<file path="config.mk">
export PLATFORM = sky130hd
export DESIGN_NAME = stub_frame_deinterleaver
export DESIGN_NICKNAME = d
export VERILOG_FILES = /design/src/rtl/sfd_pkg.sv /design/src/rtl/sfd_front.sv /design/src/rtl/sfd_frame_queue.sv /design/src/rtl/sfd_back.sv /design/src/rtl/stub_frame_deinterleaver.sv
export SDC_FILE = /design/constraint.sdc
export NUM_CORES = 1
export LEC_CHECK = 0
export ABC_CLOCK_PERIOD_IN_PS = 8610
export BUFFER_PORTS_ARGS = -buffer_cell sky130_fd_sc_hd__buf_2
export CORE_MARGIN = 2
export CORE_UTILIZATION = 55
export CTS_CLUSTER_SIZE = 20
export DETAILED_ROUTE_END_ITERATION = 8
export PLACE_DENSITY = 0.72
export SLEW_MARGIN = 25
export SYNTH_ARGS = -nofsm -noshare
export SYNTH_HDL_FRONTEND = slang
export SYNTH_SLANG_ARGS = --single-unit
</file>
<file path="constraint.sdc">
create_clock -name clk -period 8.61 [get_ports clk]
set_input_delay 1.2915 -clock clk [delete_from_list [all_inputs] [get_ports clk]]
set_output_delay 1.2915 -clock clk [all_outputs]
set_load 0.03 [all_outputs]
</file>
<file path="src/rtl/sfd_pkg.sv">
`timescale 1ns / 1ps
`default_nettype none
// ----------------------------------------------------------------------------
// sfd_pkg: shared types and constants of the stub frame deinterleaver
// Request layouts for both channels, the decoded frame record and the
// slot and counter limits.
// ----------------------------------------------------------------------------
package sfd_pkg;

	localparam int NUM_LANES = 5;
	localparam int NUM_SLOTS = 5;
	localparam int QUEUE_DEPTH_DEF = 4;

	localparam logic [2:0] FIRST_SLOT = 3'd0;
	localparam logic [2:0] LAST_SLOT = 3'd4;
	localparam logic [5:0] FRAME_NUMBER_MAX = 6'd63;
	localparam int START_BIT = 7;

	typedef struct packed {
		logic [7:0] lane0_byte;
		logic [7:0] lane1_byte;
		logic [7:0] lane2_byte;
		logic [7:0] lane3_byte;
		logic [7:0] lane4_byte;
		logic       window_end;
	} in_item_t;

	typedef struct packed {
		logic [5:0] frame_number;
		logic [2:0] stub_slot;
		logic [2:0] stub_count;
		logic [7:0] stub_position;
		logic [3:0] stub_row;
		logic [2:0] stub_bend;
		logic       frame_last;
	} out_item_t;

	typedef struct packed {
		logic [7:0] position;
		logic [3:0] row;
		logic [2:0] bend;
	} stub_t;

	typedef struct packed {
		logic [5:0]                 number;
		logic [2:0]                 count;
		stub_t [NUM_SLOTS-1:0]      stubs;
	} frame_t;

endpackage
`default_nettype wire

</file>
<file path="src/rtl/sfd_front.sv">
`timescale 1ns / 1ps
`default_nettype none
// ----------------------------------------------------------------------------
// sfd_front: cycle history, frame detection and bit deinterleave
// Keeps the previous bus cycle, rebuilds a frame record when the previous
// cycle carried a start mark, and numbers frames within the window.
// ----------------------------------------------------------------------------
module sfd_front
	import sfd_pkg::*;
(
	input  wire logic     clk,
	input  wire logic     arst_n,
	input  wire logic     accept,
	input  wire in_item_t item,
	output frame_t        frame,
	output logic          frame_valid
);

	logic [NUM_LANES-1:0][7:0] prev_q;
	logic                      prev_valid_q;
	logic [5:0]                frame_cnt_q;
	logic [NUM_LANES-1:0][7:0] p;
	logic [NUM_LANES-1:0][7:0] c;

	assign p = prev_q;
	assign c = {item.lane4_byte, item.lane3_byte, item.lane2_byte,
		item.lane1_byte, item.lane0_byte};

	// Detect a frame completed by this request
	assign frame_valid = accept && prev_valid_q && p[0][START_BIT];

	// Gather header and stubs from the previous and current cycles
	always_comb begin
		frame.number = frame_cnt_q;
		frame.count  = {p[1][7], p[2][7], p[3][7]};

		frame.stubs[0].position = {p[4][7], p[0][6], p[1][6], p[2][6],
			p[3][6], p[4][6], p[0][5], p[1][5]};
		frame.stubs[1].position = {p[4][4], p[0][3], p[1][3], p[2][3],
			p[3][3], p[4][3], p[0][2], p[1][2]};
		// Slot 2 merges two lanes into one bit and has a constant zero bit
		frame.stubs[2].position = {p[4][1], p[0][0], p[1][0], p[2][0],
			p[3][0] | p[4][0], 1'b0, c[1][7], c[2][7]};
		frame.stubs[3].position = {c[0][5], c[1][5], c[2][5], c[3][5],
			c[4][5], c[0][4], c[1][4], c[2][4]};
		frame.stubs[4].position = {c[0][2], c[1][2], c[2][2], c[3][2],
			c[4][2], c[0][1], c[1][1], c[2][1]};

		frame.stubs[0].row = {p[0][4], p[1][4], p[2][4], p[3][4]};
		frame.stubs[1].row = {p[0][1], p[1][1], p[2][1], p[3][1]};
		frame.stubs[2].row = {c[1][6], c[2][6], c[3][6], c[4][6]};
		frame.stubs[3].row = {c[1][3], c[2][3], c[3][3], c[4][3]};
		frame.stubs[4].row = {c[1][0], c[2][0], c[3][0], c[4][0]};

		frame.stubs[0].bend = {p[2][5], p[3][5], p[4][5]};
		frame.stubs[1].bend = {p[2][2], p[3][2], p[4][2]};
		frame.stubs[2].bend = {c[3][7], c[4][7], c[0][6]};
		frame.stubs[3].bend = {c[3][4], c[4][4], c[0][3]};
		frame.stubs[4].bend = {c[3][1], c[4][1], c[0][0]};
	end

	// Advance history and frame number; clear all at window end
	always_ff @(posedge clk or negedge arst_n) begin
		if (!arst_n) begin
			prev_q       <= '0;
			prev_valid_q <= 1'b0;
			frame_cnt_q  <= '0;
		end else if (accept) begin
			if (item.window_end) begin
				prev_q       <= '0;
				prev_valid_q <= 1'b0;
				frame_cnt_q  <= '0;
			end else begin
				prev_q       <= c;
				prev_valid_q <= 1'b1;
				if (frame_valid && frame_cnt_q != FRAME_NUMBER_MAX) begin
					frame_cnt_q <= frame_cnt_q + 6'd1;
				end
			end
		end
	end

endmodule
`default_nettype wire

</file>
<file path="src/rtl/sfd_frame_queue.sv">
`timescale 1ns / 1ps
`default_nettype none
// ----------------------------------------------------------------------------
// sfd_frame_queue: short frame record queue
// Decouples the front part from the slot sequencer.
// ----------------------------------------------------------------------------
module sfd_frame_queue
	import sfd_pkg::*;
#(
	parameter int DEPTH = QUEUE_DEPTH_DEF
) (
	input  wire logic   clk,
	input  wire logic   arst_n,
	input  wire logic   push,
	input  wire frame_t wdata,
	output logic        full,
	input  wire logic   pop,
	output frame_t      rdata,
	output logic        empty
);

	localparam int PTR_W = (DEPTH > 1) ? $clog2(DEPTH) : 1;
	localparam int CNT_W = $clog2(DEPTH + 1);
	localparam logic [PTR_W-1:0] PTR_LAST = PTR_W'(DEPTH - 1);
	localparam logic [CNT_W-1:0] CNT_FULL = CNT_W'(DEPTH);

	frame_t            mem_q [DEPTH];
	logic [PTR_W-1:0]  wr_ptr_q;
	logic [PTR_W-1:0]  rd_ptr_q;
	logic [CNT_W-1:0]  cnt_q;
	logic              do_push;
	logic              do_pop;

	assign full    = (cnt_q == CNT_FULL);
	assign empty   = (cnt_q == '0);
	assign do_push = push && !full;
	assign do_pop  = pop && !empty;
	assign rdata   = mem_q[rd_ptr_q];

	// Store pushed records
	always_ff @(posedge clk) begin
		if (do_push) begin
			mem_q[wr_ptr_q] <= wdata;
		end
	end

	// Advance pointers and fill count
	always_ff @(posedge clk or negedge arst_n) begin
		if (!arst_n) begin
			wr_ptr_q <= '0;
			rd_ptr_q <= '0;
			cnt_q    <= '0;
		end else begin
			if (do_push) begin
				wr_ptr_q <= (wr_ptr_q == PTR_LAST) ? '0 : wr_ptr_q + PTR_W'(1);
			end
			if (do_pop) begin
				rd_ptr_q <= (rd_ptr_q == PTR_LAST) ? '0 : rd_ptr_q + PTR_W'(1);
			end
			if (do_push && !do_pop) begin
				cnt_q <= cnt_q + CNT_W'(1);
			end else if (do_pop && !do_push) begin
				cnt_q <= cnt_q - CNT_W'(1);
			end
		end
	end

endmodule
`default_nettype wire

</file>
<file path="src/rtl/sfd_back.sv">
`timescale 1ns / 1ps
`default_nettype none
// ----------------------------------------------------------------------------
// sfd_back: slot sequencer
// Holds one frame record and hands out its five stub slots in order,
// reloading from the queue as the last slot is taken.
// ----------------------------------------------------------------------------
module sfd_back
	import sfd_pkg::*;
(
	input  wire logic   clk,
	input  wire logic   arst_n,
	input  wire frame_t q_data,
	input  wire logic   q_empty,
	output logic        q_pop,
	output out_item_t   result,
	output logic        empty,
	input  wire logic   pop
);

	frame_t     frame_q;
	logic [2:0] slot_q;
	logic       busy_q;
	logic       taken;
	logic       last_taken;

	assign empty      = !busy_q;
	assign taken      = pop && busy_q;
	assign last_taken = taken && (slot_q == LAST_SLOT);
	assign q_pop      = (!busy_q || last_taken) && !q_empty;

	// Present the current slot
	always_comb begin
		result.frame_number  = frame_q.number;
		result.stub_slot     = slot_q;
		result.stub_count    = frame_q.count;
		result.stub_position = frame_q.stubs[slot_q].position;
		result.stub_row      = frame_q.stubs[slot_q].row;
		result.stub_bend     = frame_q.stubs[slot_q].bend;
		result.frame_last    = (slot_q == LAST_SLOT);
	end

	// Load the next frame record
	always_ff @(posedge clk) begin
		if (q_pop) begin
			frame_q <= q_data;
		end
	end

	// Advance the slot; drop to idle when no record waits
	always_ff @(posedge clk or negedge arst_n) begin
		if (!arst_n) begin
			slot_q <= FIRST_SLOT;
			busy_q <= 1'b0;
		end else if (q_pop) begin
			slot_q <= FIRST_SLOT;
			busy_q <= 1'b1;
		end else if (last_taken) begin
			busy_q <= 1'b0;
		end else if (taken) begin
			slot_q <= slot_q + 3'd1;
		end
	end

endmodule
`default_nettype wire

</file>
<file path="src/rtl/stub_frame_deinterleaver.sv">
`timescale 1ns / 1ps
`default_nettype none
// ----------------------------------------------------------------------------
// stub_frame_deinterleaver: five-line stub link frame rebuilder
// Rebuilds stub frames from the previous and current bus cycles and emits their five stub slots.
// ----------------------------------------------------------------------------
//  channel | handshake    | payload            | meaning
//  input   | push / full  | item   (in_item_t) | one bus cycle, five bytes
//  result  | pop  / empty | result (out_item_t)| one stub slot of a frame
//
// One bus cycle is taken per clock while the frame queue has room.
// A completed frame gives five results, one per clock while pop is held,
// from the sequencer output register; the sequencer loads the next frame
// record only when it is idle or its last slot is taken. A frame record
// lands in the queue at its accepting edge. Reset clears the history, the
// frame number, queue and sequencer; full rises only when the queue fills.
// ----------------------------------------------------------------------------
module stub_frame_deinterleaver
	import sfd_pkg::*;
#(
	parameter int QUEUE_DEPTH = QUEUE_DEPTH_DEF
) (
	input  wire logic     clk,
	input  wire logic     arst_n,
	input  wire logic     push,
	input  wire in_item_t item,
	output logic          full,
	input  wire logic     pop,
	output out_item_t     result,
	output logic          empty
);

	logic   accept;
	frame_t frame;
	logic   frame_valid;
	frame_t q_data;
	logic   q_full;
	logic   q_empty;
	logic   q_pop;

	assign full   = q_full;
	assign accept = push && !q_full;

	sfd_front u_front (
		.clk         (clk),
		.arst_n      (arst_n),
		.accept      (accept),
		.item        (item),
		.frame       (frame),
		.frame_valid (frame_valid)
	);

	sfd_frame_queue #(
		.DEPTH (QUEUE_DEPTH)
	) u_queue (
		.clk    (clk),
		.arst_n (arst_n),
		.push   (frame_valid),
		.wdata  (frame),
		.full   (q_full),
		.pop    (q_pop),
		.rdata  (q_data),
		.empty  (q_empty)
	);

	sfd_back u_back (
		.clk     (clk),
		.arst_n  (arst_n),
		.q_data  (q_data),
		.q_empty (q_empty),
		.q_pop   (q_pop),
		.result  (result),
		.empty   (empty),
		.pop     (pop)
	);

endmodule
`default_nettype wire

</file>
After elaboration in Yosys (flattened, before gate mapping)
Memory sizes are Yosys's and may differ from the RTL's. A register that Yosys moved wholly into a read port is not among the register bits.
Index checks and enable logic that the tools add are counted.
- output and inout port bits: 30
- word-level logic and storage cells: 69
- flip-flop bits (word level): 66
- memories kept: 1
- input port bits: 45
- RAM bits: 332
- memory list (memory ; words ; width ; rd ports ; clocked after Yosys merged registers in ; write ports ; RTL line ; text):
    u_queue.mem_q ; 4 ; 83 ; 1 ; 1 ; 1 ; sfd_frame_queue.sv:27 ; frame_t mem_q [DEPTH];
- mux-type cells: 17
- reduce and logical (&&, ||, !) cells: 24
- equality and inequality tests: 6
- add/sub/neg operators: 6
- magnitude comparators: 1
- bitwise logic cells: 1
- operators by type and width (kind ; number):
    binary-select mux 15 bit (select 3 bit) ; 1
    two-way mux 40 bit ; 1
    two-way mux 15 bit ; 1
    two-way mux 3 bit ; 5
    two-way mux 6 bit ; 2
    logical AND 1 bit ; 11
    nonzero test 2 bit ; 4
    adder 3 x 1 -> 3 bit, second input constant ; 2
    adder 6 x 1 -> 6 bit, second input constant ; 1
    == test 3 bit, second input constant ; 2
    != test 6 bit, second input constant ; 1
    logical NOT 1 bit ; 5
    two-way mux 1 bit ; 5
    adder 2 x 1 -> 2 bit, second input constant ; 2
    == test 2 bit, second input constant ; 2
    less-than comparator 3 x 4 -> 1 bit, second input constant ; 1
    two-way mux 2 bit ; 2
    AND reduction 2 bit ; 2
    logical NOT 3 bit ; 1
    subtractor 3 x 1 -> 3 bit, second input constant ; 1
    != test 2 bit, second input constant ; 1
    logical OR 1 bit ; 1
    OR 1 bit ; 1

Logic depth before layout (Yosys ltp)
Gate-level depths: netlist of the first run.
- depth after elaboration: 10
- mapped depth: 13
- depth with buffers taken out: 11

Hierarchy
A second synthesis of the first run with hierarchy kept.
- cell total of the unflattened synthesis: 927
- area, all modules: 18865.6 um^2
- modules (own cells, without submodules) (module ; seq. area each (um^2) ; cells an instance ; area an instance (um^2) ; instances):
    sfd_frame_queue ; 10264.8 ; 476 ; 12597.1 ; 1
    sfd_back ; 2622.5 ; 190 ; 3482.1 ; 1
    sfd_front ; 1176.1 ; 260 ; 2772.7 ; 1
    stub_frame_deinterleaver ; 0.0 ; 1 ; 13.8 ; 1

Worst setup path before layout of the first run
Ideal clock, no wire load.
- path type: register to register
- start: register u_back.slot_q[1]
- end: register u_queue.cnt_q[1]
- period minus slack after synthesis: 7023 ps
- slack: 1587 ps
- setup time: 125 ps
- path buffers: 2
- stages on the path, launching flop included: 12
- arrival time: 6899 ps
- data required time: 8485 ps
- cells stage by stage: dfrtp_1 clkbuf_1 inv_1 clkbuf_1 ha_1 nand3_1 a21oi_1 inv_1 ha_1 inv_1 fa_1 mux2_2
- word-level cells in the longest chain between the ends: 8
- elaborated cells on any way between the ends: 10
- classes of those cells: eq/ne: 1; mux: 1; reduce/logical: 8
- RTL lines (item ; RTL line ; text):
    start, declared ; sfd_back.sv:22 ; logic [2:0] slot_q;
    start signal, assigned ; sfd_back.sv:61 ; slot_q <= slot_q + 3'd1;
    == test 3 bit (*) ; sfd_back.sv:29 ; assign last_taken = taken && (slot_q == LAST_SLOT);
    logical AND 1 bit (*) ; sfd_back.sv:29 ;
    logical OR 1 bit (*) ; sfd_back.sv:30 ; assign q_pop = (!busy_q || last_taken) && !q_empty;
    logical AND 1 bit (*) ; sfd_back.sv:30 ;
    named net q_pop ; stub_frame_deinterleaver.sv:39 ; logic q_pop;
    logical AND 1 bit (*) ; sfd_frame_queue.sv:37 ; assign do_pop = pop && !empty;
    logical NOT 1 bit ; sfd_frame_queue.sv:60 ; if (do_push && !do_pop) begin
    logical AND 1 bit ; sfd_frame_queue.sv:60 ;
    two-way mux 3 bit or nonzero test 2 bit (tied branches) ; n/a ;
    end signal, assigned ; sfd_frame_queue.sv:61 ; cnt_q <= cnt_q + CNT_W'(1);
    end signal, assigned ; sfd_frame_queue.sv:63 ; cnt_q <= cnt_q - CNT_W'(1);
    end, declared ; sfd_frame_queue.sv:30 ; logic [CNT_W-1:0] cnt_q;
The timed path passes the listed nets; every way through them passes the cells marked *.
A chain may end at the register's enable or synchronous reset.

==> impl_results.md, run 1 <==
- Outcome: finished clean
- Xor/xnor cell area share of the yosys netlist: 0.001951
- Top cells by area, synth: edfxtp_1, mux4_2, dfrtp_1
- Die H: about 180 µm
- CTS tree: done
- Root Driver: clkbuf_16
- Largest area contributor in the netlist: edfxtp_1
- EDFF count, synth: 415
- # hold bufs at CTS: 0
- Max Slew Vio Count: 0
- Post-synthesis sequential area ratio: 0.7748
- Cells after Synth: 905
- WS Path Type: flip-flop to output pin
- Most frequent cells in the layout: edfxtp_1, mux4_2, buf_2
- Post-CTS Setup Inserts: 0
- Clk_skew: 0.02260 ns
- Primary FF master, synth: edfxtp_1
- Simple-Gate Fraction of Synth Area: 0.03707
- DRT Pass-1 Iters: 7
- Yosys warns: 0
- Global route overflow: 0
- Largest net degree at the start of global routing: 92
- Worst-case clock buffer depth: 3
- R2R setup slack: 5.41 ns
- CP startpoint: u_back.slot_q[0]$_DFFE_PN0P_
- Clock Latency Late Sink: around 0.55 ns
- Req. time, crit path: 7.32 ns
- Post-cts sizing count: 0
- Final setup violation count: 0
- Worst Hold Class: flip-flop to flip-flop
- Initial antenna violation count: 7
- Syn nets: 960
- FMAX: 0.2404 GHz
- Netlist cell types: between 40 and 50
- Vias in the first global route: 8445
- Worst EP arrival: 2.87 ns
- Slew headroom: 0.3417
- Avg Synthesized Cell Area: 19.84 µm²
- Reg clk slew, reported paths: 0.06 ns
- # clock sinks: 473
- #FFs+latches synth: 473
- Total Routed Length: 33.82 mm
- Nets: 1033
- Core Rows: 66
- Hold Vio Cnt, Final: 0
- Final ANT Viol Nets: 0
- Share of the synthesized area in the top cell type: 0.6940
- GRT Overall Usage: 0.2069
- Die Area: 0.03411 mm²
- CTS H-Tree Depth: 2
- Starting DRC count in detailed routing: 815
- Final period utilization: 0.4832
- Leak: 6.723 nW
- Die width: 184.7 µm
- Reg area: 0.01392 mm²
- Post-synthesis async set-or-reset flop share: 0.1226
- Remaining DRCs: 0
- Ports: 75
- HPWL Detailed: 19.24 mm
- Initial core utilization: 0.5547
- Worst reg2reg endpoint: u_queue.cnt_q[2]$_DFFE_PN0P_
- First-pass GRT wire length: 51.50 mm
- Leading cell type in the layout, fill and taps excluded: edfxtp_1
- Pwr dens: 306.4 mW/mm²
- Max Cap Violations: 0
- Layout Area Growth over Synthesis: 11.87%
- RSZ-0062 raised after global routing: no
- Vias per cell: 5.720
- CP Launch Type: flip-flop
- Core box area: 0.03237 mm²
- Synth Area in Adders: 0.007386
- Multiplexer share of the synthesized area: 0.1150
- Routed length per instance: approximately 23 µm
- Critical Path Fanout Max: 31
- R2R Path Start: u_back.slot_q[1]$_DFFE_PN0P_
- Pwr Total: 6.154 mW
- GPL Wtd Cong: 0.7441
- Share of cells above drive strength 1: 0.2456
- Compound-Gate Fraction of Synth Area: 0.04341
- Critical path endpoint: result[15]
- Max VDD drop: ~0.18 mV
- Worst reg2reg path depth: 11
- Fin crit period: around 4.2 ns
- Multi-input logic area: ~0.0037 mm²
- CTS buffer count: 45
- Setup Total Neg Slack: 0 ns
- Largest family of logic cells by synthesized area: multiplexers
- CP endpoint kind: output pin
- DR vias: 8346
- Worst slew pin tran: 0.9863 ns
- Input/output buffers: 74
- Cell area after synthesis: ~0.018 mm²
- # fillers: 2301
-- synth_stat cells, types with 2 or more instances --
cell type,number
edfxtp_1,415
mux4_2,84
dfrtp_1,58
nand2_1,56
o21ai_0,52
nand2b_1,40
a21boi_0,27
o22ai_1,26
clkbuf_1,18
buf_4,15
mux2i_1,14
buf_2,12
inv_1,10
ha_1,9
nand3_1,7
buf_1,6
and3_2,4
buf_6,4
clkbuf_2,4
a211oi_2,3
mux2_2,3
nor2_1,3
nor3_1,3
a21oi_1,2
a22o_1,2
a31oi_1,2
and3_1,2
or2_2,2
xnor2_1,2
xor2_1,2
-- how the worst min path moves through the flow --
| stage | startpoint | end | cells after the start |
|---|---|---|---|
| floorplan | u_front.p[24]$_DFFE_PN0P_ | u_front.p[24]$_DFFE_PN0P_ | 2 |
| global placement | u_front.p[7]$_DFFE_PN0P_ | u_front.p[7]$_DFFE_PN0P_ | 2 |
| detailed placement | u_front.p[7]$_DFFE_PN0P_ | u_front.p[7]$_DFFE_PN0P_ | 2 |
| CTS | u_front.p[7]$_DFFE_PN0P_ | u_front.p[7]$_DFFE_PN0P_ | 2 |
| global route | u_front.p[7]$_DFFE_PN0P_ | u_front.p[7]$_DFFE_PN0P_ | 2 |
| finish | u_front.p[7]$_DFFE_PN0P_ | u_front.p[7]$_DFFE_PN0P_ | 2 |
-- sequential cells by signal, summed over array words and instances (netlist names) --
name	count
u_front.prev_valid_q	1
u_back.result	9
u_queue.cnt_q	3
u_back.slot_q	3
u_front.p	3
u_queue.rd_ptr_q	2
u_queue.mem_q	332
u_queue.wr_ptr_q	2
u_front.frame_cnt_q	6
u_back.busy_q	1
u_back.frame_q	74
u_front.frame	37
-- metrics by stage --
stage,hold slack (ns),util,instance area [µm²],worst slack [ns],std cells
finish,0.4781,0.6206,20090,4.450,1459
global route,0.5077,0.6203,20080,4.340,1456
CTS,0.4798,0.6202,20080,4.518,1456
detailed placement,0.4665,0.5768,18670,4.960,1373
global placement,0.4568,0.5767,18670,4.984,1373
floorplan,0.4418,-,17960,1.587,905
-- critical path: stages, from the launching register on --
cell	delay (ns)
dfrtp_1	0.38
inv_1	0.71
a21boi_0	0.25
o22ai_1	0.18
a21boi_0	0.50
buf_2	0.30
-- logic make-up (layout without fill, tap and decap cells) --
| family | Yosys count | after routing |
|---|---|---|
| flops | 473 | 473 |
| simple gates | 126 | 126 |
| compound gates | 122 | 122 |
| mux | 101 | 101 |
| buf+inv | 69 | 178 |
| fa+ha+maj | 10 | 10 |
| xor+xnor | 4 | 4 |
| other cells | 0 | 3 |
-- metal layers --
layer	share of wire	routed length, µm	up-vias	global-route usage
met5	0.0017	56	-	0
met1	0.43	14380	4306	0.2884
met3	0.057	1939	59	0.04545
li1	-	-	3735	-
met2	0.49	16680	236	0.3340
met4	0.023	767	10	0.06000
-- power by group --
part,switching [mW],internal (mW),leakage (nW)
clock,0.784,1.10,0.686
sequential,0.185,2.79,4.50
combinational,0.746,0.553,1.54
-- cell type report --
cell class	instances	share of cell area
flip-flops and latches	473	0.6930
multi-input cells	363	0.1844
clock buffers	70	0.06272
well taps	442	0.02753
repair buffers	85	0.02286
clock inverters	13	0.007225
inverters	10	0.001869
diodes	3	0.0003737
Power figures use the tool's default switching activity.
==> inputs of run 2 (changes only) <==
Settings changed: ABC_CLOCK_PERIOD_IN_PS 8610 to 4000.
Clock period 8.61 ns to 4 ns, I/O delays scaled along.
==> impl_results.md, run 2 (synthesized netlist as in run 1, its figures left out) <==
- CTS tree: done
- R2R setup slack: 1.17 ns
- Clock Latency Late Sink: between 0.5 and 0.6 ns
- Switching power: 3.740 mW
- Max VDD drop: about 0.41 mV
- Worst Hold Class: input port to async pin
- Internal power: 9.797 mW
- Worst EP arrival: approximately 2.7 ns
- Final ANT Viol Nets: 0
- Input/output buffers: 74
- Net Sw Frac: 0.2763
- Reg clk slew, reported paths: 0.06 ns
- Design area: 0.02030 mm²
- Die H: about 180 µm
- Leading cell type in the layout, fill and taps excluded: edfxtp_1
- Die Area: 0.03411 mm²
- RSZ-0062 raised after global routing: no
- Die width: 184.7 µm
- Post-CTS Setup Inserts: 0
- Nets: 1037
- DR vias: approximately 8500
- CP Cell Sequence: inv_1 > a21boi_0 > o22ai_1 > a21boi_0 > buf_2
- CTS H-Tree Depth: 2
- Global route overflow: 0
- First-pass GRT wire length: 51.78 mm
- Dpl ws: around 1.2 ns
- CTS buffer count: 47
- Largest register FFs: 332
- Top reg by flops: u_queue.mem_q
- Ports: 75
- Worst reg2reg path depth: 9
- Worst-case clock buffer depth: 3
- Final worst setup slack: just under 0.7 ns
- Clock power share: 0.318
- Most repeated library cell on the critical path: a21boi_0
- # clock sinks: 473
- GPL Wtd Cong: 0.8153
- Outcome: finished clean
- Hold Vio Cnt, Final: 0
- Starting DRC count in detailed routing: 797
- Most frequent cells in the layout: edfxtp_1, mux4_2, buf_2
- Routed length per instance: 23.20 µm
- CP max stage delay: between 0.6 and 0.7 ns
- CP endpoint kind: output pin
- Vias in the first global route: 8508
- Worst slew pin tran: ~1.0 ns
- Final setup violation count: 0
- Critical Path Fanout Max: 31
- Root Driver: clkbuf_16
- # hold bufs at CTS: 0
- DRT Pass-1 Iters: 7
- Worst hold slack: 0.1660 ns
- GRT Overall Usage: 0.2072
- Leak: between 6 and 7 nW
- Fin crit period: approximately 3.3 ns
- FMAX: 0.3008 GHz
- Core Rows: between 60 and 70
- Cell class contributing the biggest share of worst-path delay: buffers and inverters
- CP Launch Type: flip-flop
- Slew headroom: 0.3082
- Max Slew Vio Count: 0
- Initial antenna violation count: 2
- Max Cap Violations: 0
- Slowest cell on the critical path: inv_1
- Core box area: roughly 0.032 mm²
- Worst reg2reg endpoint: u_queue.cnt_q[1]$_DFFE_PN0P_
- Largest net degree at the start of global routing: between 90 and 100
- Remaining DRCs: 0
- R2R Path Start: u_back.slot_q[0]$_DFFE_PN0P_
- Vias per cell: 5.782
- Pwr dens: 667.0 mW/mm²
- Logic pwr share: 0.202
- Layout Area Growth over Synthesis: 13.03%
- DP Area: around 0.019 mm²
- Req. time, crit path: 3.40 ns
- Worst Path Buf+Inv: 2
- Initial core utilization: 0.5547
- Total Routed Length: between 30 and 40 mm
- Setup Total Neg Slack: 0 ns
- Final period utilization: 0.8311
- Clk_skew: 0.01787 ns
- Share of cells above drive strength 1: 0.2529
- HPWL Detailed: 19.45 mm
- WS Path Type: flip-flop to output pin
- Seq pwr share: 0.480
- Post-cts sizing count: 0
- Diodes inserted: 0
-- run 2: cell count changes in the layout (fill, tap and decap cells not counted), sizes merged --
cell      change
clkinvlp      +1
clkinv        +1
diode         -3
buf           +2
inv           -1
clkbuf        +3
-- run 2: worst max path at each step --
stage | from | to | slack [ns] | cells past startpoint
after floorplan | u_back.slot_q[1]$_DFFE_PN0P_ | u_queue.cnt_q[1]$_DFFE_PN0P_ | 0.003 | 11
after global placement | u_back.slot_q[0]$_DFFE_PN0P_ | u_queue.cnt_q[1]$_DFFE_PN0P_ | 1.31 | 9
after detailed placement | u_back.slot_q[0]$_DFFE_PN0P_ | u_queue.cnt_q[1]$_DFFE_PN0P_ | 1.20 | 9
after CTS | u_back.slot_q[0]$_DFFE_PN0P_ | result[3] | 0.69 | 5
after global routing | u_back.slot_q[0]$_DFFE_PN0P_ | result[3] | 0.51 | 5
final | u_back.slot_q[0]$_DFFE_PN0P_ | result[3] | 0.68 | 5
-- run 2: worst register-to-register path, delay by kind of cell, from the launching register on --
kind            cells  cell delay, ns
compound gates      1            0.20
fa+ha+maj           3            0.93
buf+inv             3            0.78
flops               1            0.37
mux                 1            0.26
simple gates        1            0.16
-- run 2: power by group through the flow --
stage / clock network, mW / logic [mW] / registers (mW)
3_5_place_dp: 0 / 2.75 / 6.61
3_3_place_gp: 0 / 2.70 / 6.59
6_report: 4.30 / 2.73 / 6.50
5_1_grt: 4.58 / 2.95 / 6.58
4_1_cts: 4.37 / 2.76 / 6.52
2_1_floorplan: 0 / 2.24 / 6.29
-- run 2: layout make-up --
class,count,area [µm²]
Inverter,10,37.54
Timing Repair Buffer,87,545.5
Multi-Input combinational cell,363,3707
Sequential cell,473,13920
Clock inverter,14,145.1
Clock buffer,73,1386
Fill cell,2272,12070
Tap cell,442,553.0
-- run 2: layer usage --
layer / routed length (µm) / vias to the layer above / global-route usage / part of all wire
li1: - / 3746 / - / -
met1: 14800 / 4365 / 0.3082 / 0.44
met2: 16200 / 268 / 0.3203 / 0.48
met3: 1945 / 70 / 0.03359 / 0.057
met4: 946 / 4 / 0.06667 / 0.028
met5: 24 / - / 0 / 0.00071
-- run 2: through the flow --
stage	utilization	std cells	power, mW
6_report	0.6270	1462	13.54
5_1_grt	0.6270	1462	14.11
3_5_place_dp	0.5796	1375	9.361
2_1_floorplan	-	905	8.532
3_3_place_gp	0.5796	1375	9.289
4_1_cts	0.6269	1462	13.65
